[src/hdl/rsort_pkg.sv]
// rsort_pkg: shared types, constants and command codes for the record sorter
// used by rsort_cell, rsort_ctrl, rsort_chk, stable_record_sorter_by_key and tb_top
// no dependencies

package rsort_pkg;

	localparam int MAX_RECORDS_DEF = 64;
	localparam int MAX_EMIT        = 64;
	localparam int RANK_W          = 7;
	localparam int JERSEY_W        = 10;
	localparam int RUNS_W          = 20;
	localparam int WICKETS_W       = 16;
	localparam int MATCHES_W       = 16;
	localparam int LIMIT_W         = 7;
	localparam int CFG_IDX_W       = 2;

	localparam logic [CFG_IDX_W-1:0] REG_SORT_KEY   = 2'd0;
	localparam logic [CFG_IDX_W-1:0] REG_SORT_ORDER = 2'd1;
	localparam logic [CFG_IDX_W-1:0] REG_EMIT_LIMIT = 2'd2;

	localparam logic [LIMIT_W-1:0] EMIT_LIMIT_RST = LIMIT_W'(MAX_EMIT);

	typedef struct packed {
		logic [JERSEY_W-1:0]  jersey;
		logic [RUNS_W-1:0]    runs;
		logic [WICKETS_W-1:0] wickets;
		logic [MATCHES_W-1:0] match_cnt;
	} rec_t;

	typedef struct packed {
		logic valid;
		rec_t rec;
	} cell_t;

	typedef enum logic [2:0] {
		OP_HOLD,
		OP_SHIFT,
		OP_EVEN,
		OP_ODD,
		OP_CLEAR
	} cell_op_t;

	typedef struct packed {
		cell_op_t op;
		logic     tail_valid;
		logic     key_wickets;
		logic     ascending;
	} cell_cmd_t;

	typedef struct packed {
		logic              fire;
		logic [RANK_W-1:0] rank;
		logic              last;
		logic              ovf;
	} emit_t;

	typedef enum logic [1:0] {
		ST_IDLE,
		ST_SORT,
		ST_EMIT
	} state_t;

endpackage

[src/hdl/rsort_cell.sv]
// rsort_cell: one slot of the sorting chain, holds a record and its valid bit
// shifts toward the head, compare-exchanges with a neighbor, clears
// depends on rsort_pkg

module rsort_cell (
	input  logic              clk,
	input  logic              arst_n,
	input  rsort_pkg::cell_cmd_t cmd,
	input  logic              even_pos,
	input  rsort_pkg::cell_t  left_st,
	input  logic              left_swap,
	input  rsort_pkg::cell_t  right_st,
	output rsort_pkg::cell_t  st,
	output logic              swap_up
);

	logic [rsort_pkg::RUNS_W-1:0] key_me;
	logic [rsort_pkg::RUNS_W-1:0] key_rt;
	logic                         ahead;
	logic                         is_lower;
	rsort_pkg::cell_t             st_d;
	logic                         valid_q;
	rsort_pkg::rec_t              rec_q;

	assign st = {valid_q, rec_q};

	always_comb begin
		key_me = cmd.key_wickets ? rsort_pkg::RUNS_W'(st.rec.wickets) : st.rec.runs;
		key_rt = cmd.key_wickets ? rsort_pkg::RUNS_W'(right_st.rec.wickets) : right_st.rec.runs;
		ahead = cmd.ascending ? (key_rt < key_me) : (key_rt > key_me);
		swap_up = right_st.valid && (!st.valid || ahead);
	end

	always_comb begin
		is_lower = (cmd.op == rsort_pkg::OP_EVEN) ? even_pos : !even_pos;
		st_d = st;
		case (cmd.op)
			rsort_pkg::OP_SHIFT: begin
				st_d = right_st;
			end
			rsort_pkg::OP_EVEN, rsort_pkg::OP_ODD: begin
				if (is_lower && swap_up) begin
					st_d = right_st;
				end else if (!is_lower && left_swap) begin
					st_d = left_st;
				end
			end
			rsort_pkg::OP_CLEAR: begin
				st_d.valid = 1'b0;
			end
			default: begin
				st_d = st;
			end
		endcase
	end

	always_ff @(posedge clk or negedge arst_n) begin
		if (!arst_n) begin
			valid_q <= 1'b0;
		end else begin
			valid_q <= st_d.valid;
		end
	end

	always_ff @(posedge clk) begin
		rec_q <= st_d.rec;
	end

endmodule

[config.mk]
export PLATFORM = sky130hd
export DESIGN_NAME = rsort_cell
export DESIGN_NICKNAME = d
export VERILOG_FILES = /design/src/hdl/rsort_pkg.sv /design/src/hdl/rsort_cell.sv
export SDC_FILE = /design/constraint.sdc
export NUM_CORES = 1
export LEC_CHECK = 0
export BUFFER_PORTS_ARGS = -buffer_cell sky130_fd_sc_hd__buf_4
export CAP_MARGIN = 0
export CORE_UTILIZATION = 46
export DETAILED_ROUTE_END_ITERATION = 10
export PLACE_DENSITY = 0.8
export SLEW_MARGIN = 20
export SYNTH_ARGS = -nofsm -noshare
export SYNTH_HDL_FRONTEND = slang
export SYNTH_SLANG_ARGS = --single-unit
[constraint.sdc]
create_clock -name clk -period 7.4 [get_ports clk]
set_clock_uncertainty 0.2 [all_clocks]
set_input_delay 0.37 -clock clk [delete_from_list [all_inputs] [get_ports clk]]
set_output_delay 0.37 -clock clk [all_outputs]
set_load 0.02 [all_outputs]
==> flow_summary_export.csv, run 1 <==
group,metric,value,unit
floorplanning,core_area,0.00830,mm²
sta,fmax,231,MHz
power,ir_drop,99.3,µV
worst_setup_path,r2r_slack,3.48,ns
routing,route.vias.total,2901,
worst_setup_path,rr_endpoint,"st[0]",
clock_network,ctsHtreeMaxLevel,3,
yosys,synth.area.top_cells,"edfxtp_1, mux2_4, ha_1, mux2_2, mux2i_1",
yosys,syn-num-nets,417,
sta,tightestPinTransition,0.983,ns
sta,fin_ws,3.07,ns
clock_network,clk_pin_slew,0.07,ns
global_routing,top_usage_layer,"met2",
place,hpwl,7310,µm
place,gp_congestion,0.752,
worst_setup_path,cp_slowest_stage_delay,0.81,ns
global_routing,grt_pass1_wl,13700,µm
clock_network,cts_sinks,63,
floorplanning,start_util,0.480,
run_status,outcome,"complete, no violations",
final_layout,area_growth_syn_to_layout,43.1,%
global_routing,use_met3,0.0590,
routing,wl_per_cell,16.4,µm
yosys,ys_ff_latch,63,
floorplanning,die-area,0.00903,mm²
sta,period_needed,4.33,ns
hold_path,hold_start,"left_st[6]",
hold_path,hold_path_depth,2,
floorplanning,die_h,95.0,µm
yosys,synth_top_flop_cell,"edfxtp_1",
final_layout,instances_no_fill,570,
yosys,synth_cell_type_count,37,
global_routing,antenna_found_initial,0,
routing,dr.pass1.iters,5,
clock_network,cts_setup_buffers,0,
global_routing,grt_max_degree,53,
clock_network,cts_tree,"built",
flow_run,drv_cap,0,
yosys,synth_common_cells,"edfxtp_1, mux2_4, ha_1, mux2_2, mux2i_1",
sta,setup_viol,0,
routing,routed_via_density,5.09,
sta,tns,0,ns
power,power_leakage,0.00269,µW
routing,wl,9330,µm
yosys,netlist_area,0.00398,mm²
worst_setup_path,critical_path_class,"input pin to flop",
sta,hold_viol,0,
floorplanning,ioPinCount,200,
yosys,synth_seq_area_share,0.474,
final_layout,nNetsFinal,616,
sta,fin_crit_sh,0.586,
worst_setup_path,cp.arrival,4.21,ns
clock_network,cts_buffers,9,
worst_setup_path,crit_required,7.27,ns
yosys,synth_top_cell_by_area,"edfxtp_1",
floorplanning,die_x,95.0,µm
worst_setup_path,end_kind,"flop",
final_layout,drive_gt1_frac,0.643,
sta,slew_headroom,0.336,
routing,ant_nets,0,
worst_setup_path,crit_start,"cmd[1]",
worst_setup_path,r2r-start,"st[47]",
yosys,synth_edf_count,62,
place,dpl_worst_slack,2.70,ns
place,port_buffers,198,
power,power_density,180,mW/mm²
worst_setup_path,reg2regPathDepth,9,
routing,drcViolationCount,0,
routing,initialDrtViolationCount,59,
hold_path,min_to,"st[6]",
sta,whs,0.133,ns
place,dpl.cell_count,553,
floorplanning,rows,33,
worst_setup_path,cp.depth,10,
global_routing,grt_pass1_vias,2909,
worst_setup_path,crit_family,"buffers and inverters",
yosys,syn_avg_cell_area,15.3,µm²
yosys,syn_inst,261,
clock_network,cts-root-buf,"clkbuf_8",
worst_setup_path,crit_buf_inv,2,
hold_path,hp-class,"input pin to flop",
final_layout,num_antenna_cells,0,
worst_setup_path,crit_path_start_kind,"input pin",
worst_setup_path,crit_chain,"buf_4 -> mux2_2 -> ha_1 -> a21oi_1 -> o21a_1 -> a2bb2oi_1 -> nand4_1 -> a2bb2oi_4 -> buf_4 -> mux2_2",
global_routing,grt_util_met1,0.224,
global_routing,overflow,0,
worst_setup_path,worstPathMaxFanout,52,
final_layout,num-fill-cells,588,
yosys,ys_warn_count,0,
global_routing,grt_usage,0.206,
worst_setup_path,crit_slowest_cell,"buf_4",
yosys,async_flop_share,0.0159,
global_routing,met2_usage,0.380,
clock_network,clock_insertion_delay_worst_skew,0.33,ns
yosys,yosysMostFrequentCell,"edfxtp_1",
sta,slew_viol_final,0,
sta,grt_setup_unrepaired,"false",
yosys,yosysTopAreaCellShare,0.467,
clock_network,cts.path.max_buffers,2,
==> layout make-up <==
cell class / count / area (µm²) / area share
clock buffer: 11 / 131 / 0.0231
timing repair buffer: 201 / 1510 / 0.265
tap: 105 / 131 / 0.0231
clock inverter: 5 / 48.8 / 0.00856
multi-input combinational: 183 / 1980 / 0.348
sequential: 63 / 1890 / 0.331
inverter: 2 / 7.51 / 0.00132
==> per-layer routing <==
layer | part of all wire | routed length [µm] | up-vias
met2 | 0.53 | 4990 | 129
met3 | 0.082 | 761 | 7
met5 | 0 | 0 | -
met4 | 0.0092 | 86 | 0
li1 | - | - | 1418
met1 | 0.37 | 3490 | 1347
==> placed cells by master (no fill, tap or decap), types with 2 or more instances in the layout <==
cell      instances
inv_1             2
nand2b_1          6
clkbuf_1          2
nand3_1           3
a21o_1            2
nand4_1           5
buf_4           200
o21ai_0           5
nand2_1           8
mux2i_1          18
mux2_4           60
nor2_1            4
clkbuf_8          9
clkinv_2          3
nor3_1            2
nor2b_1           4
a21oi_1          10
mux2_2           20
edfxtp_1         62
ha_1             20
==> logic make-up (layout without fill, tap and decap cells) <==
group / Yosys count / after routing / share of synthesized area
adders and majority gates: 20 / 20 / 0.0628
xor gates and xnor gates: 1 / 1 / 0.00220
buffers and inverters: 15 / 219 / 0.0324
DFF: 63 / 63 / 0.474
and+or+nand+nor: 38 / 38 / 0.0547
AOI/OAI and AO/OA: 26 / 26 / 0.0462
muxes: 98 / 98 / 0.328
==> sequential cells by signal, indices dropped and copies added, names as in the netlist <==
name	count
st	62
valid_q	1
==> where the power goes <==
group	total (µW)	switching, µW	internal, µW	leakage, µW
logic	304	135	168	0.00200
clock network	281	128	153	0.0000945
registers	442	12.0	430	0.000593
==> how the worst max path moves through the flow <==
stage / to / slack [ns]
floorplan: st[0] / 1.23
global placement: st[57] / 2.80
detailed placement: st[61] / 2.70
CTS: st[0] / 3.06
global route: st[58] / 2.88
finish: st[0] / 3.07
==> timing repair <==
item / CTS / global route
setup endpoints to repair: 0 / 0
hold buffers: 1 / 0
hold endpoints to repair: 1 / 0
resized for setup: 0 / 0
==> through the flow <==
step | instance area (µm²) | power, µW | utilization
after floorplan | 3980 | 638 | -
after global placement | 5510 | 746 | 0.664
after CTS | 5700 | 1040 | 0.687
after detailed placement | 5510 | 755 | 0.664
final | 5700 | 1030 | 0.687
after global routing | 5700 | 1070 | 0.687
==> worst reg2reg max path: cells and delay by family (launching register included) <==
| family | cells | cell delay (ns) |
|---|---|---|
| simple gates | 1 | 0.22 |
| mux | 2 | 0.63 |
| fa+ha+maj | 1 | 0.28 |
| buf+inv | 1 | 0.82 |
| flops | 1 | 0.40 |
| compound gates | 4 | 1.13 |
(Power assumes the default switching activity.)
==> run 2: changes to the inputs <==
Clock period 7.4 ns to 4.3 ns, I/O delays scaled along.
==> flow_summary_export.csv, run 2 <==
group,metric,value,unit
yosys,synth-xor-area-share,0.00220,
clock_network,postCtsHoldBufs,116,
clock_network,cts_buffers,9,
clock_network,ctsHtreeMaxLevel,3,
yosys,synth_compound_area_frac,0.0462,
yosys,synth_seq_area_share,0.474,
clock_network,cts_sinks,63,
yosys,syn-num-nets,417,
floorplanning,rows,33,
place,hpwl,7240,µm
yosys,synth.area.top_cells,"edfxtp_1, mux2_4, ha_1, mux2_2, mux2i_1",
place,gp_congestion,0.752,
floorplanning,start_util,0.480,
place,port_buffers,198,
yosys,synth_common_cells,"edfxtp_1, mux2_4, ha_1, mux2_2, mux2i_1",
yosys,syn_avg_cell_area,15.3,µm²
yosys,synth_cell_type_count,37,
yosys,synth_adder_area_share,0.0628,
run_status,error,"[ERROR RSZ-0060] Max buffer count reached.",
yosys,synth_top_cell_by_area,"edfxtp_1",
yosys,yosysMostFrequentCell,"edfxtp_1",
run_status,outcome,"aborted with a tool error",
yosys,synth_top_flop_cell,"edfxtp_1",
yosys,yosysTopAreaCellShare,0.467,
clock_network,cts-root-buf,"clkbuf_8",
clock_network,cts_setup_buffers,0,
yosys,ys_ff_latch,63,
yosys,netlist_area,0.00398,mm²
yosys,ys_warn_count,0,
yosys,syn_inst,261,
clock_network,ctsResizeCount,0,
yosys,yosys.area_share.simple,0.0547,
yosys,async_flop_share,0.0159,
floorplanning,ioPinCount,200,
floorplanning,die_h,95.0,µm
yosys,synthMuxAreaShare,0.328,
clock_network,cts.path.max_buffers,2,
floorplanning,die_x,95.0,µm
yosys,synth_edf_count,62,
run_status,stop_stage,"clock tree synthesis (4_1_cts)",
yosys,synth_top_family_by_area,"multiplexers",
-- run 2: kinds of logic after synthesis --
group / after synthesis
mux: 98
flops: 63
simple gates: 38
compound gates: 26
fa+ha+maj: 20
buf+inv: 15
xor+xnor: 1
-- run 2: through the flow --
step	area [µm²]	std cells	hold WS [ns]	worst slack, ns	utilization
after detailed placement	5540	556	-0.209	0.584	0.668
after global placement	5540	556	-0.208	0.645	0.668
after floorplan	4000	261	-0.281	0.291	-
==> run 3: changes to the inputs <==
Settings changed: CORE_UTILIZATION 46 to 40, PLACE_DENSITY 0.8 to not set, PLACE_DENSITY_LB_ADDON set to 0.15.
==> flow_summary_export.csv, run 3 <==
group,metric,value,unit
yosys,syn_avg_cell_area,15.3,µm²
yosys,synth_seq_area_share,0.474,
clock_network,ctsHtreeMaxLevel,3,
clock_network,cts.path.max_buffers,2,
yosys,netlist_area,0.00398,mm²
yosys,synth_top_cell_by_area,"edfxtp_1",
clock_network,postCtsHoldBufs,122,
yosys,ys_warn_count,0,
yosys,synth_top_flop_cell,"edfxtp_1",
yosys,synth_cell_type_count,37,
floorplanning,ioPinCount,200,
yosys,async_flop_share,0.0159,
clock_network,cts-root-buf,"clkbuf_8",
place,port_buffers,198,
yosys,synth_edf_count,62,
clock_network,cts_sinks,63,
yosys,yosysTopAreaCellShare,0.467,
floorplanning,die_h,102,µm
floorplanning,start_util,0.409,
clock_network,cts_buffers,9,
place,hpwl,7090,µm
yosys,ys_ff_latch,63,
yosys,synth.area.top_cells,"edfxtp_1, mux2_4, ha_1, mux2_2, mux2i_1",
yosys,yosysMostFrequentCell,"edfxtp_1",
yosys,synth_common_cells,"edfxtp_1, mux2_4, ha_1, mux2_2, mux2i_1",
floorplanning,die_x,102,µm
run_status,outcome,"aborted with a tool error",
yosys,syn-num-nets,417,
yosys,syn_inst,261,
floorplanning,rows,36,
run_status,error,"[ERROR RSZ-0060] Max buffer count reached.",
run_status,stop_stage,"clock tree synthesis (4_1_cts)",
place,gp_congestion,0.840,
clock_network,cts_setup_buffers,0,
clock_network,ctsResizeCount,0,
-- run 3: cell families after synthesis --
kind of cell / Yosys count / synth area share
flops: 63 / 0.474
simple gates: 38 / 0.0547
fa+ha+maj: 20 / 0.0628
xor+xnor: 1 / 0.00220
buf+inv: 15 / 0.0324
compound gates: 26 / 0.0462
mux: 98 / 0.328
-- run 3: through the flow --
stage / std cells / util / setup slack, ns / hold WS [ns] / cell area (µm²)
after floorplan: 261 / - / 0.291 / -0.281 / 4000
after global placement: 584 / 0.577 / 0.610 / -0.209 / 5620
after detailed placement: 584 / 0.577 / 0.594 / -0.208 / 5620
