==> src/hdl/rsort_pkg.sv <==
// rsort_pkg: shared types, constants and command codes for the record sorter
// used by rsort_cell, rsort_ctrl, rsort_chk, stable_record_sorter_by_key and tb_top
// no dependencies

package rsort_pkg;

	localparam int MAX_RECORDS_DEF = 64;
	localparam int MAX_EMIT        = 64;
	localparam int RANK_W          = 7;
	localparam int JERSEY_W        = 10;
	localparam int RUNS_W          = 20;
	localparam int WICKETS_W       = 16;
	localparam int MATCHES_W       = 16;
	localparam int LIMIT_W         = 7;
	localparam int CFG_IDX_W       = 2;

	localparam logic [CFG_IDX_W-1:0] REG_SORT_KEY   = 2'd0;
	localparam logic [CFG_IDX_W-1:0] REG_SORT_ORDER = 2'd1;
	localparam logic [CFG_IDX_W-1:0] REG_EMIT_LIMIT = 2'd2;

	localparam logic [LIMIT_W-1:0] EMIT_LIMIT_RST = LIMIT_W'(MAX_EMIT);

	typedef struct packed {
		logic [JERSEY_W-1:0]  jersey;
		logic [RUNS_W-1:0]    runs;
		logic [WICKETS_W-1:0] wickets;
		logic [MATCHES_W-1:0] match_cnt;
	} rec_t;

	typedef struct packed {
		logic valid;
		rec_t rec;
	} cell_t;

	typedef enum logic [2:0] {
		OP_HOLD,
		OP_SHIFT,
		OP_EVEN,
		OP_ODD,
		OP_CLEAR
	} cell_op_t;

	typedef struct packed {
		cell_op_t op;
		logic     tail_valid;
		logic     key_wickets;
		logic     ascending;
	} cell_cmd_t;

	typedef struct packed {
		logic              fire;
		logic [RANK_W-1:0] rank;
		logic              last;
		logic              ovf;
	} emit_t;

	typedef enum logic [1:0] {
		ST_IDLE,
		ST_SORT,
		ST_EMIT
	} state_t;

endpackage

==> src/hdl/rsort_ctrl.sv <==
// rsort_ctrl: batch sequencer for the sorter, load count, sort phases, emit
// drives the cell command and the per-result control fields
// depends on rsort_pkg

module rsort_ctrl #(
	parameter int MAX_RECORDS = rsort_pkg::MAX_RECORDS_DEF
) (
	input  logic                          clk,
	input  logic                          arst_n,
	input  logic                          start,
	input  logic                          last_record,
	input  logic                          sort_key,
	input  logic                          sort_order,
	input  logic [rsort_pkg::LIMIT_W-1:0] emit_limit,
	output logic                          busy,
	output rsort_pkg::cell_cmd_t          cmd,
	output rsort_pkg::emit_t              emit
);

	localparam int CNT_W = $clog2(MAX_RECORDS + 1);
	localparam int PH_W  = $clog2(MAX_RECORDS);
	localparam int CW    = (CNT_W > rsort_pkg::RANK_W) ? CNT_W : rsort_pkg::RANK_W;

	rsort_pkg::state_t state_q, state_d;
	logic [CNT_W-1:0]            cnt_q, cnt_d;
	logic                        ovf_q, ovf_d;
	logic [PH_W-1:0]             phase_q, phase_d;
	logic [rsort_pkg::RANK_W-1:0] rank_q, rank_d;
	logic [rsort_pkg::RANK_W-1:0] n_q, n_d;
	logic                        bovf_q, bovf_d;
	logic                        key_q, key_d;
	logic                        order_q, order_d;

	logic                         full;
	logic [CNT_W-1:0]             cnt_nxt;
	logic [rsort_pkg::LIMIT_W-1:0] lim;
	logic [CW-1:0]                cnt_x;
	logic [CW-1:0]                lim_x;
	logic [CW-1:0]                n_x;
	logic                         last_emit;

	always_ff @(posedge clk or negedge arst_n) begin
		if (!arst_n) begin
			state_q <= rsort_pkg::ST_IDLE;
			cnt_q   <= '0;
			ovf_q   <= 1'b0;
		end else begin
			state_q <= state_d;
			cnt_q   <= cnt_d;
			ovf_q   <= ovf_d;
		end
	end

	always_ff @(posedge clk) begin
		phase_q <= phase_d;
		rank_q  <= rank_d;
		n_q     <= n_d;
		bovf_q  <= bovf_d;
		key_q   <= key_d;
		order_q <= order_d;
	end

	always_comb begin
		full    = (cnt_q == CNT_W'(MAX_RECORDS));
		cnt_nxt = full ? cnt_q : cnt_q + CNT_W'(1);
		if (emit_limit == '0) begin
			lim = rsort_pkg::LIMIT_W'(1);
		end else if (emit_limit > rsort_pkg::EMIT_LIMIT_RST) begin
			lim = rsort_pkg::EMIT_LIMIT_RST;
		end else begin
			lim = emit_limit;
		end
		cnt_x = CW'(cnt_nxt);
		lim_x = CW'(lim);
		n_x   = (cnt_x < lim_x) ? cnt_x : lim_x;
		last_emit = (rank_q == n_q);
	end

	always_comb begin
		state_d = state_q;
		cnt_d   = cnt_q;
		ovf_d   = ovf_q;
		phase_d = phase_q;
		rank_d  = rank_q;
		n_d     = n_q;
		bovf_d  = bovf_q;
		key_d   = key_q;
		order_d = order_q;
		cmd.op          = rsort_pkg::OP_HOLD;
		cmd.tail_valid  = 1'b0;
		cmd.key_wickets = key_q;
		cmd.ascending   = order_q;
		emit            = '0;
		busy            = (state_q != rsort_pkg::ST_IDLE);
		unique case (state_q)
			rsort_pkg::ST_IDLE: begin
				if (start) begin
					if (!full) begin
						cmd.op         = rsort_pkg::OP_SHIFT;
						cmd.tail_valid = 1'b1;
						cnt_d          = cnt_nxt;
					end else begin
						ovf_d = 1'b1;
					end
					if (last_record) begin
						state_d = rsort_pkg::ST_SORT;
						phase_d = '0;
						key_d   = sort_key;
						order_d = sort_order;
						n_d     = n_x[rsort_pkg::RANK_W-1:0];
						bovf_d  = ovf_q | full;
						cnt_d   = '0;
						ovf_d   = 1'b0;
					end
				end
			end
			rsort_pkg::ST_SORT: begin
				cmd.op  = phase_q[0] ? rsort_pkg::OP_ODD : rsort_pkg::OP_EVEN;
				phase_d = phase_q + PH_W'(1);
				if (phase_q == PH_W'(MAX_RECORDS - 1)) begin
					state_d = rsort_pkg::ST_EMIT;
					rank_d  = rsort_pkg::RANK_W'(1);
				end
			end
			rsort_pkg::ST_EMIT: begin
				emit.fire = 1'b1;
				emit.rank = rank_q;
				emit.last = last_emit;
				emit.ovf  = bovf_q;
				cmd.op    = last_emit ? rsort_pkg::OP_CLEAR : rsort_pkg::OP_SHIFT;
				rank_d    = rank_q + rsort_pkg::RANK_W'(1);
				if (last_emit) begin
					state_d = rsort_pkg::ST_IDLE;
				end
			end
			default: begin
				state_d = rsort_pkg::ST_IDLE;
			end
		endcase
	end

endmodule

==> config.mk <==
export PLATFORM = sky130hd
export DESIGN_NAME = rsort_ctrl
export DESIGN_NICKNAME = d
export VERILOG_FILES = /design/src/hdl/rsort_pkg.sv /design/src/hdl/rsort_ctrl.sv
export SDC_FILE = /design/constraint.sdc
export NUM_CORES = 1
export LEC_CHECK = 0
export BUFFER_PORTS_ARGS = -buffer_cell sky130_fd_sc_hd__buf_2
export CAP_MARGIN = 20
export CORE_UTILIZATION = 56
export DETAILED_ROUTE_END_ITERATION = 10
export PLACE_DENSITY = 0.81
export SLEW_MARGIN = 20
export SYNTH_ARGS = -nofsm -noshare
export SYNTH_HDL_FRONTEND = slang
export SYNTH_SLANG_ARGS = --single-unit
==> constraint.sdc <==
create_clock -name clk -period 3.5 [get_ports clk]
set_clock_uncertainty 0.15 [all_clocks]
set_input_delay 0.7 -clock clk [delete_from_list [all_inputs] [get_ports clk]]
set_output_delay 0.7 -clock clk [all_outputs]
set_load 0.03 [all_outputs]
==> tab_implementation.tex, run 1 <==
\begin{tabular}{lr}
\hline
Metric & Value \\
\hline
\multicolumn{2}{l}{\textbf{Run status}} \\
Run status & completed \\
\multicolumn{2}{l}{\textbf{STA}} \\
Min cycle time layout & 3.01 ns \\
Sum of negative setup slack & 0 ns \\
Fin crit share & 0.859 \\
Final setup violation count & 0 \\
Normalized max-slew margin & 0.365 \\
Slew at the pin closest to its max-slew limit & 0.943 ns \\
Final number of max-transition violations & 0 \\
Endpoints failing hold & 0 \\
Fmax & 333 MHz \\
Final worst-path setup slack & about 0.49 ns \\
RSZ-0062 raised after global routing & false \\
\multicolumn{2}{l}{\textbf{Die}} \\
Initial core utilization & 0.586 \\
Chip Width & 61.3 um \\
Placeable Area & 0.00336 mm2 \\
Floorplan row count & 21 \\
I/O pin count & 30 \\
Area of the die & 0.00376 mm2 \\
Die Span Y & 61.3 um \\
\multicolumn{2}{l}{\textbf{Critical path}} \\
Worst R2R Start & cnt\_q[3] \\
Slack of the worst reg-to-reg path & 0.49 ns \\
CP startpoint kind & flip-flop \\
Crit path from & cnt\_q[3] \\
Highest fanout seen on the critical path & 7 \\
Element type at the critical path end & flip-flop \\
Classification of the worst setup path & reg -> reg \\
Required time of the critical path & 3.44 ns \\
Depth of the worst register-to-register path & 8 \\
CP arrival & approximately 3.0 ns \\
\multicolumn{2}{l}{\textbf{Power and ir drop}} \\
Pwr Density & between 500 and 600 mW/mm2 \\
Largest vdd supply drop & 0.000287 V \\
Leakage power of the design & around 0.93 nW \\
\multicolumn{2}{l}{\textbf{Final layout}} \\
Net count reported at finish & 241 \\
Layout overhead on the synthesized area & 11.7\% \\
\# diodes & 0 \\
Fraction of layout instances using a drive strength above 1 & 0.201 \\
\multicolumn{2}{l}{\textbf{CTS}} \\
Max Root-Sink Buffers & 2 \\
Root buffer selected by CTS & sky130\_fd\_sc\_hd\_\_clkbuf\_4 \\
Clock transition at the register clock pins on the worst setup and hold paths after CTS & 0.10 ns \\
CTS tree & done \\
Resized Gates After CTS & 0 \\
Clk sink count & 33 \\
Hold-fix buffer count after cts & 0 \\
Setup repair bufs after CTS & 0 \\
Later-pin clock latency in the skew report & 0.34 ns \\
Number of levels the H-tree was split into & 2 \\
Clock buffer count from CTS & 5 \\
\multicolumn{2}{l}{\textbf{Job}} \\
Reported max-cap violation count & 0 \\
\multicolumn{2}{l}{\textbf{Detailed routing}} \\
Post-DR vias/cell & 5.39 \\
Detailed-routing iteration count for the pre-antenna-repair pass & 6 \\
Number of DRC violations after detailed routing & 0 \\
Detailed Route WL & 3580 um \\
Antenna-violating nets left & 0 \\
Total via count after detailed routing & between 1000 and 1500 \\
Average routed wire per standard cell & roughly 14 um \\
Detailed Route Iter0 Violations & 98 \\
\multicolumn{2}{l}{\textbf{Logic synthesis}} \\
Commonest cells in the synthesized netlist & 23 x sky130\_fd\_sc\_hd\_\_edfxtp\_1, 18 x sky130\_fd\_sc\_hd\_\_nor2\_1, 15 x sky130\_fd\_sc\_hd\_\_nand2\_1 \\
Yosys top cell by area & sky130\_fd\_sc\_hd\_\_edfxtp\_1 \\
Post-synthesis cell count & 186 \\
Number of different library cells in the post-synthesis netlist & 36 \\
Cell with the most instances after synthesis & sky130\_fd\_sc\_hd\_\_edfxtp\_1 \\
Mean cell area of the mapped netlist & 10.6 um2 \\
Flip-flop and latch count after synthesis & 33 \\
Number of warnings issued by yosys & 0 \\
Syn\_nets & 209 \\
Number of enable-type register cells in the synthesized netlist & 23 \\
Fraction of post-synthesis cell area in the top cell type by area & 0.350 \\
Share of synthesized flip-flops with an asynchronous set or reset & 0.303 \\
Summed instance area of the synthesized netlist & 0.00197 mm2 \\
Share of the yosys chip area belonging to registers & 0.477 \\
Synth top area cells & sky130\_fd\_sc\_hd\_\_edfxtp\_1 35\%, sky130\_fd\_sc\_hd\_\_dfrtp\_1 13\%, sky130\_fd\_sc\_hd\_\_ha\_1 6.3\%, sky130\_fd\_sc\_hd\_\_xor2\_1 4.9\%, sky130\_fd\_sc\_hd\_\_xnor2\_1 4.4\% \\
Flip-flop cell with the highest count after synthesis & sky130\_fd\_sc\_hd\_\_edfxtp\_1 \\
\multicolumn{2}{l}{\textbf{GRT}} \\
Via count of the first global-routing pass & 1329 \\
First-pass GRT wire length & 5800 um \\
Maximum number of pins on one net before global-route repair & 12 \\
GRT Resource Usage Total & 0.220 \\
Initial antenna violation count & 0 \\
Remaining global-route overflow & 0 \\
\multicolumn{2}{l}{\textbf{Placed design}} \\
HPWL after detailed placement & about 2800 um \\
Global placement routability congestion & 0.938 \\
Pre-CTS setup slack & 0.499 ns \\
Total of buffers placed on input and output ports & 29 \\
\multicolumn{2}{l}{\textbf{Worst hold path}} \\
Classification of the worst-slack hold path & in -> async \\
\hline
\end{tabular}
## worst paths after layout
check                                   to
worst max-delay path                n_q[6]
worst min-delay path            state_q[1]
worst max register to register      n_q[6]
worst min register to register       ovf_q
max in group asynchronous         cnt_q[1]
min in group clk                     ovf_q
## state kept, by name, indices dropped and copies added (netlist names)
signal / flops
bovf_q: 1
cnt_q: 7
key_q: 1
n_q: 7
order_q: 1
ovf_q: 1
phase_q: 6
rank_q: 7
state_q: 2
## per-stage QoR
step	instance area, um2	hold WS, ns	cells	power [mW]	util
finish	2200	0.0503	265	1.13	0.655
global route	2200	0.0509	265	1.21	0.655
CTS	2200	0.0471	265	1.14	0.655
detailed placement	2150	0.339	257	0.939	0.640
global placement	2150	0.333	257	0.924	0.640
floorplan	1970	0.254	186	0.851	-
## cells in the final DEF, fill, tap and decap left out, drive strengths merged, types with 3 or more instances in the layout
master | Yosys | layout
mux2i | 6 | 6
nand2 | 15 | 15
ha | 10 | 10
clkbuf | 2 | 5
edfxtp | 23 | 23
and2 | 11 | 11
clkinv | 0 | 3
o31ai | 3 | 3
inv | 13 | 13
a21oi | 7 | 7
xnor2 | 10 | 10
o21ai | 6 | 6
nand3 | 11 | 11
dfrtp | 10 | 10
and3 | 4 | 4
buf | 3 | 30
xor2 | 11 | 11
nor2 | 18 | 18
## critical path: stages (launching register included)
cell and delay [ns]:
sky130_fd_sc_hd__dfrtp_1 0.50, sky130_fd_sc_hd__and3_2 0.25, sky130_fd_sc_hd__nand3_1 0.09, sky130_fd_sc_hd__xnor2_1 0.31
sky130_fd_sc_hd__ha_1 0.30, sky130_fd_sc_hd__and4_1 0.21, sky130_fd_sc_hd__a311oi_1 0.40, sky130_fd_sc_hd__o211ai_4 0.22
sky130_fd_sc_hd__mux2_4 0.34
## metal layers
| layer | routed length (um) | vias up | track usage | share of wire |
|---|---|---|---|---|
| li1 | - | 715 | - | - |
| met1 | 1600 | 664 | 0.258 | 0.45 |
| met2 | 1730 | 41 | 0.368 | 0.48 |
| met3 | 165 | 8 | 0.0588 | 0.046 |
| met4 | 74 | 0 | 0.121 | 0.021 |
| met5 | 0 | - | 0 | 0 |
## power by group
group	internal [mW]	total, mW	leakage [nW]	switching [mW]
clock network	0.0725	0.199	0.0300	0.127
registers	0.507	0.565	0.343	0.0576
logic	0.157	0.367	0.556	0.210
total	0.736	1.13	0.930	0.394
## logic make-up (layout without fill, tap and decap cells)
kind of cell,count (synthesis),count (layout),share of synthesized area
AOI/OAI and AO/OA,23,23,0.0812
xor gates and xnor gates,21,21,0.0933
adders and majority gates,10,10,0.0635
buffers and inverters,18,51,0.0400
DFF,33,33,0.477
muxes,8,8,0.0438
and+or+nand+nor,73,73,0.201
## layout make-up
type | instances | area, um2
repair buffers | 30 | 153
multi-input cells | 135 | 952
flip-flops and latches | 33 | 941
well taps | 46 | 57.6
clock buffers | 5 | 37.5
fillers | 293 | 1160
clock inverters | 3 | 12.5
inverters | 13 | 48.8
(Power assumes the default switching activity.)
==> run 2, diff against run 1 <==
- CORE_UTILIZATION: 56 -> 58
- CTS_BUF_LIST: default -> sky130_fd_sc_hd__clkbuf_2
- PLACE_DENSITY: 0.81 -> 0.83
==> run 2 against run 1 <==
Total power grew 11%. Largest power group unchanged. Fmax shrank 7.0%. Combinational power grew 2%. Largest cell class unchanged.
==> tab_implementation.tex, run 2 (synthesis gave the netlist of run 1 again) <==
\begin{tabular}{lr}
\hline
Metric & Value \\
\hline
\multicolumn{2}{l}{\textbf{Die}} \\
I/O pin count & 30 (unchanged) \\
Chip Width & 60.3 um (-1.7\%) \\
Placeable Area & 0.00313 mm2 (-7.0\%) \\
Floorplan row count & 20 (-4.8\%) \\
Die Span Y & 60.3 um (-1.7\%) \\
Area of the die & 0.00364 mm2 (-3.3\%) \\
Initial core utilization & 0.630 (+0.0441) \\
\multicolumn{2}{l}{\textbf{Job}} \\
Reported max-cap violation count & 0 (unchanged) \\
\multicolumn{2}{l}{\textbf{GRT}} \\
Maximum number of pins on one net before global-route repair & 12 (unchanged) \\
First-pass GRT wire length & 6560 um (+13\%) \\
Remaining global-route overflow & 0 (unchanged) \\
Initial antenna violation count & 0 (unchanged) \\
GRT Resource Usage Total & 0.256 (+0.0360) \\
Via count of the first global-routing pass & 1472 (+11\%) \\
\multicolumn{2}{l}{\textbf{STA}} \\
Min cycle time layout & 3.23 ns (+0.228 ns) \\
Slew at the pin closest to its max-slew limit & 0.966 ns (+0.0233 ns) \\
Fin crit share & 0.924 (+0.0651) \\
Endpoints failing hold & 0 (unchanged) \\
Normalized max-slew margin & 0.349 (-0.0157) \\
RSZ-0062 raised after global routing & false \\
Final setup violation count & 0 (unchanged) \\
Fmax & 309 MHz (-7.0\%) \\
Sum of negative setup slack & 0 ns (unchanged) \\
Worst-case hold slack & 0.340 ns (+0.290 ns) \\
Final number of max-transition violations & 0 (unchanged) \\
\multicolumn{2}{l}{\textbf{CTS}} \\
Clock transition at the register clock pins on the worst setup and hold paths after CTS & 0.18 ns (+0.08 ns) \\
Later-pin clock latency in the skew report & 0.38 ns (+0.04 ns) \\
Number of levels the H-tree was split into & 2 (unchanged) \\
CTS tree & done \\
Root buffer selected by CTS & sky130\_fd\_sc\_hd\_\_clkbuf\_2 \\
Resized Gates After CTS & 0 (unchanged) \\
Max Root-Sink Buffers & 2 (unchanged) \\
Clk sink count & 33 (unchanged) \\
Clock buffer count from CTS & 5 (unchanged) \\
\multicolumn{2}{l}{\textbf{Critical path}} \\
Required time of the critical path & 3.49 ns (+0.05 ns) \\
CP startpoint kind & flip-flop \\
CP arrival & 3.22 ns (+0.27 ns) \\
Worst stage delay on the critical path & 0.53 ns (+0.03 ns) \\
Highest fanout seen on the critical path & 7 (unchanged) \\
Series of cell instances along the critical path & and3\_2, nand3\_1, xnor2\_1, ha\_1, and4\_1, a311oi\_1, o211ai\_4, mux2\_4 \\
Slack of the worst reg-to-reg path & 0.27 ns (-0.23 ns) \\
Critical-path cell with the highest stage delay & sky130\_fd\_sc\_hd\_\_dfrtp\_1 \\
Element type at the critical path end & flip-flop \\
Classification of the worst setup path & reg -> reg \\
Crit path from & cnt\_q[3] \\
Worst R2R Start & cnt\_q[3] \\
\multicolumn{2}{l}{\textbf{Power and ir drop}} \\
Relative contribution of the clock network to total power & 0.256 (+0.080) \\
Switching power share of the total & 0.319 (-0.0295) \\
Internal power contribution & 856 uW (+16\%) \\
Largest vdd supply drop & 0.000483 V (+68\%) \\
Pwr Density & 561 mW/mm2 (+9.2\%) \\
Part of the total power dissipated in sequential elements & 0.447 (-0.052) \\
P\_sw & 401 uW (+1.8\%) \\
Leakage power of the design & 0.951 nW (+2.3\%) \\
Combinational fraction of design power & 0.297 (-0.027) \\
\multicolumn{2}{l}{\textbf{Worst hold path}} \\
Classification of the worst-slack hold path & in -> reg \\
Beginning of the worst hold path & sort\_key \\
\multicolumn{2}{l}{\textbf{Detailed routing}} \\
Average routed wire per standard cell & 14.7 um (+9.0\%) \\
Antenna-violating nets left & 0 (unchanged) \\
Post-DR vias/cell & 5.59 (+3.7\%) \\
Number of DRC violations after detailed routing & 0 (unchanged) \\
Detailed Route WL & 3870 um (+8.2\%) \\
Detailed-routing iteration count for the pre-antenna-repair pass & 4 (-2) \\
Total via count after detailed routing & 1469 (+2.9\%) \\
Detailed Route Iter0 Violations & 61 (-38\%) \\
\multicolumn{2}{l}{\textbf{Placed design}} \\
Global placement routability congestion & 0.925 (-1.4\%) \\
Total cell area at the placement stage & 0.00214 mm2 (-0.47\%) \\
Total of buffers placed on input and output ports & 29 (unchanged) \\
Number of cells after detailed placement & 254 (-1.2\%) \\
HPWL after detailed placement & 2990 um (+7.5\%) \\
\multicolumn{2}{l}{\textbf{Final layout}} \\
Top Registers & cnt\_q (7), n\_q (7), rank\_q (7) \\
Fraction of layout instances using a drive strength above 1 & 0.205 (+0.00457) \\
Finished Layout Cells & 263 (-0.75\%) \\
Layout overhead on the synthesized area & 13.7\% \\
Most frequent standard cell in the layout excluding fill and tap cells & sky130\_fd\_sc\_hd\_\_buf\_2 \\
\# diodes & 0 (unchanged) \\
Finished layout cell area & 0.00224 mm2 (+1.8\%) \\
Most used cells in the layout excluding fill and tap cells & 29 x sky130\_fd\_sc\_hd\_\_buf\_2, 23 x sky130\_fd\_sc\_hd\_\_edfxtp\_1, 18 x sky130\_fd\_sc\_hd\_\_nor2\_1 \\
Count of filler cells inserted in the layout & 249 (-15\%) \\
Net count reported at finish & 241 (unchanged) \\
\multicolumn{2}{l}{\textbf{Run status}} \\
Run status & completed \\
\hline
\end{tabular}
[run 2: final timing paths]
check	endpoint	cells after the start
setup / recovery	n_q[6]	8
hold / removal	key_q	1
setup reg to reg	n_q[6]	8
hold reg to reg	ovf_q	2
max in group asynchronous	state_q[0]	2
min in group asynchronous	cnt_q[6]	2
[run 2: metrics by stage]
stage | worst slack [ns] | power, mW | utilization
after global placement | 0.480 | 0.918 | 0.685
final | 0.266 | 1.26 | 0.717
after global routing | 0.104 | 1.33 | 0.717
after CTS | 0.282 | 1.26 | 0.717
after floorplan | 0.677 | 0.851 | -
after detailed placement | 0.392 | 0.934 | 0.685
[run 2: final cells by class]
type                       instances  area [um2]  area share
clock buffer                       5        25.0      0.0112
clock inverter                     3        65.1      0.0290
inverter                          13        48.8      0.0218
multi-input combinational        135         952       0.425
sequential                        33         941       0.420
tap                               44        55.1      0.0246
timing repair buffer              30         155      0.0692
[run 2: what timing repair did]
| action | 4_1_cts | 5_1_grt |
|---|---|---|
| hold endpoints to repair | 10 | 0 |
| endpoints found under the setup margin | 0 | 0 |
| hold buffers | 1 | 0 |
| buffers inserted | 0 | 0 |
[run 2: critical path, delay by kind of cell (launching register included)]
kind                     cells  cell delay, ns
AO/OA/AOI/OAI                2            0.71
AND/OR/NAND/NOR              3            0.57
flip-flops                   1            0.53
XOR/XNOR                     1            0.37
multiplexers                 1            0.34
adder cells (fa/ha/maj)      1            0.31
[run 2: layer usage]
metal	wire, um	vias up	GRT usage	share of wire
met1	1630	698	0.298	0.42
met4	89	0	0.156	0.023
met3	178	11	0.0606	0.046
met2	1980	44	0.425	0.51
met5	0	-	0	0
li1	-	716	-	-
[run 2: power by group through the flow]
stage	clock [mW]	combinational [mW]	sequential [mW]
2_1_floorplan	0	0.294	0.556
3_3_place_gp	0	0.350	0.567
3_5_place_dp	0	0.365	0.570
4_1_cts	0.327	0.372	0.561
5_1_grt	0.346	0.415	0.570
6_report	0.322	0.374	0.562
==> run 3, diff against run 2 <==
--- a/config.mk
+++ b/config.mk
@@ -8,4 +8,5 @@
 export BUFFER_PORTS_ARGS = -buffer_cell sky130_fd_sc_hd__buf_2
 export CAP_MARGIN = 20
+export CORE_MARGIN = 2
 export CORE_UTILIZATION = 58
 export CTS_BUF_LIST = sky130_fd_sc_hd__clkbuf_2
==> constraint.sdc (replaced) <==
create_clock -name clk -period 3.5 [get_ports clk]
set_clock_uncertainty 0.15 [all_clocks]
set_input_delay 0 -clock clk [delete_from_list [all_inputs] [get_ports clk]]
set_output_delay 0 -clock clk [all_outputs]
set_load 0.03 [all_outputs]
==> run 3 against run 2 <==
First-iteration DRC count increased by 70%. Clock power decreased by 44%. Fmax increased by 7.6%. Utilization decreased by 1.8 points. Sequential cell count unchanged. Highest routed layer unchanged.
==> tab_implementation.tex, run 3 (synthesis gave the netlist of run 1 again) <==
\begin{tabular}{lr}
\hline
Metric & Value \\
\hline
\multicolumn{2}{l}{\textbf{STA}} \\
Final number of max-transition violations & 0 (unchanged) \\
Normalized max-slew margin & 0.355 (+0.00560) \\
Min cycle time layout & 3.01 ns (-0.227 ns) \\
Fin crit share & 0.859 (-0.0649) \\
Slew at the pin closest to its max-slew limit & 0.958 ns (-0.00832 ns) \\
Fmax & 333 MHz (+7.6\%) \\
Sum of negative setup slack & 0 ns (unchanged) \\
Endpoints failing hold & 0 (unchanged) \\
RSZ-0062 raised after global routing & false \\
Worst-case hold slack & 0.0131 ns (-0.327 ns) \\
Final setup violation count & 0 (unchanged) \\
\multicolumn{2}{l}{\textbf{Worst hold path}} \\
Classification of the worst-slack hold path & in -> reg \\
Cells on Worst Hold Path & 4 (+3) \\
\multicolumn{2}{l}{\textbf{Critical path}} \\
CP startpoint kind & flip-flop \\
Highest fanout seen on the critical path & 7 (unchanged) \\
Required time of the critical path & 3.52 ns (+0.03 ns) \\
Element type at the critical path end & flip-flop \\
Depth of the worst register-to-register path & 9 (+1) \\
Critical-path cell with the highest stage delay & sky130\_fd\_sc\_hd\_\_dfrtp\_1 \\
Worst stage delay on the critical path & 0.47 ns (-0.06 ns) \\
Most numerous cell on the critical path & sky130\_fd\_sc\_hd\_\_ha\_1 \\
Series of cell instances along the critical path & ha\_1, nand3\_1, xor2\_1, inv\_1, ha\_1, and4\_1, a311oi\_1, o211ai\_4, mux2\_4 \\
Classification of the worst setup path & reg -> reg \\
CP arrival & 3.03 ns (-0.19 ns) \\
\multicolumn{2}{l}{\textbf{CTS}} \\
Number of levels the H-tree was split into & 2 (unchanged) \\
Later-pin clock latency in the skew report & 0.39 ns (about the same) \\
Clock buffer count from CTS & 5 (unchanged) \\
Max Root-Sink Buffers & 2 (unchanged) \\
Resized Gates After CTS & 0 (unchanged) \\
Setup repair bufs after CTS & 0 (unchanged) \\
Clk sink count & 33 (unchanged) \\
Clock transition at the register clock pins on the worst setup and hold paths after CTS & 0.18 ns (about the same) \\
CTS tree & done \\
Root buffer selected by CTS & sky130\_fd\_sc\_hd\_\_clkbuf\_2 \\
\multicolumn{2}{l}{\textbf{Power and ir drop}} \\
P\_sw & 394 uW (-1.8\%) \\
Internal power contribution & 723 uW (-16\%) \\
Switching power share of the total & 0.353 (+0.0338) \\
Largest vdd supply drop & 0.000339 V (-30\%) \\
Design Power & 1.12 mW (-11\%) \\
Leakage power of the design & 0.984 nW (+3.4\%) \\
Pwr Density & 482 mW/mm2 (-14\%) \\
Combinational fraction of design power & 0.335 (+0.038) \\
Relative contribution of the clock network to total power & 0.161 (-0.095) \\
Part of the total power dissipated in sequential elements & 0.504 (+0.057) \\
\multicolumn{2}{l}{\textbf{Detailed routing}} \\
Detailed-routing iteration count for the pre-antenna-repair pass & 4 (unchanged) \\
Detailed Route WL & 3670 um (-5.2\%) \\
Antenna-violating nets left & 0 (unchanged) \\
Number of DRC violations after detailed routing & 0 (unchanged) \\
Total via count after detailed routing & 1484 (+1.0\%) \\
Average routed wire per standard cell & 13.2 um (-10\%) \\
Post-DR vias/cell & 5.36 (-4.1\%) \\
Detailed Route Iter0 Violations & 104 (+70\%) \\
\multicolumn{2}{l}{\textbf{GRT}} \\
Met2 Track Usage GR & 0.341 (-0.0844) \\
Global-route track usage on met1 & 0.270 (-0.0285) \\
GRT Resource Usage Total & 0.216 (-0.0403) \\
Maximum number of pins on one net before global-route repair & 12 (unchanged) \\
First-pass GRT wire length & 6560 um (unchanged) \\
Initial antenna violation count & 0 (unchanged) \\
GRT Max-Usage Layer & met2 \\
Via count of the first global-routing pass & 1489 (+1.2\%) \\
Remaining global-route overflow & 0 (unchanged) \\
Met3 global-route usage & 0.0525 (-0.00807) \\
\multicolumn{2}{l}{\textbf{Final layout}} \\
Fraction of layout instances using a drive strength above 1 & 0.195 (-0.0107) \\
Most frequent standard cell in the layout excluding fill and tap cells & sky130\_fd\_sc\_hd\_\_buf\_2 \\
Top Registers & cnt\_q (7), n\_q (7), rank\_q (7) \\
\# diodes & 0 (unchanged) \\
Most used cells in the layout excluding fill and tap cells & 29 x sky130\_fd\_sc\_hd\_\_buf\_2, 23 x sky130\_fd\_sc\_hd\_\_edfxtp\_1, 18 x sky130\_fd\_sc\_hd\_\_nor2\_1 \\
Layout overhead on the synthesized area & 17.4\% \\
Count of filler cells inserted in the layout & 267 (+7.2\%) \\
Net count reported at finish & 253 (+5.0\%) \\
Finished layout cell area & 0.00231 mm2 (+3.2\%) \\
\multicolumn{2}{l}{\textbf{Placed design}} \\
Total cell area at the placement stage & 0.00214 mm2 (+0.12\%) \\
Total of buffers placed on input and output ports & 29 (unchanged) \\
HPWL after detailed placement & 2700 um (-9.9\%) \\
Global placement routability congestion & 0.852 (-7.9\%) \\
\multicolumn{2}{l}{\textbf{Die}} \\
Floorplan row count & 21 (+5.0\%) \\
I/O pin count & 30 (unchanged) \\
Placeable Area & 0.00331 mm2 (+5.8\%) \\
Chip Width & 62.3 um (+3.3\%) \\
Initial core utilization & 0.596 (-0.0348) \\
Die Span Y & 62.3 um (+3.3\%) \\
Area of the die & 0.00388 mm2 (+6.7\%) \\
\multicolumn{2}{l}{\textbf{Job}} \\
Reported max-cap violation count & 0 (unchanged) \\
\multicolumn{2}{l}{\textbf{Run status}} \\
Run status & completed \\
\hline
\end{tabular}
[run 3: cell count changes in the layout (fill, tap and decap cells not counted)]
cell,delta
sky130_fd_sc_hd__dlygate4sd3_1,+12
sky130_fd_sc_hd__bufinv_16,-2
sky130_fd_sc_hd__clkbuf_2,+1
sky130_fd_sc_hd__clkinv_2,+1
[run 3: critical path: cells and delay by family (launching register included)]
family	cells	cell delay, ns
compound gates	2	0.61
fa+ha+maj	2	0.55
flops	1	0.47
mux	1	0.34
simple gates	2	0.33
xor+xnor	1	0.26
buf+inv	1	0.08
[run 3: timing repair]
action / 4_1_cts / 5_1_grt
hold endpoints to repair: 26 / 0
setup endpoints to repair: 0 / 0
hold buffers: 13 / 0
[run 3: routing by layer]
layer  wire [um]  vias up
met5           0        -
met4         131        0
met3         166       14
met2        1740       43
met1        1630      685
li1            -      742
[run 3: layout make-up]
type,instances,area (um2),area share
repair buffers,42,275,0.119
inverters,13,48.8,0.0211
clock inverters,2,10.0,0.00432
flip-flops and latches,33,941,0.406
well taps,46,57.6,0.0249
multi-input cells,135,952,0.411
clock buffers,6,30.0,0.0130
[run 3: metrics by stage]
stage                      util  setup slack [ns]  std cells
after floorplan               -             0.677        186
after global placement    0.648             0.522        256
after detailed placement  0.648             0.511        256
after CTS                 0.699             0.493        277
after global routing      0.699             0.327        277
final                     0.699             0.493        277
[run 3: power by group through the flow]
stage / combinational, mW / sequential (mW) / clock (mW)
2_1_floorplan: 0.294 / 0.556 / 0
3_3_place_gp: 0.355 / 0.569 / 0
3_5_place_dp: 0.362 / 0.572 / 0
4_1_cts: 0.375 / 0.562 / 0.183
5_1_grt: 0.426 / 0.577 / 0.201
6_report: 0.374 / 0.563 / 0.180
[run 3: final timing paths]
check                      slack (ns)           from         end
max                              0.49       cnt_q[1]      n_q[6]
min                              0.01  emit_limit[0]      n_q[0]
max reg2reg                      0.49       cnt_q[1]      n_q[6]
min reg2reg                      0.39          ovf_q       ovf_q
max in group asynchronous        2.43         arst_n  state_q[0]
min in group asynchronous        0.45         arst_n    cnt_q[1]
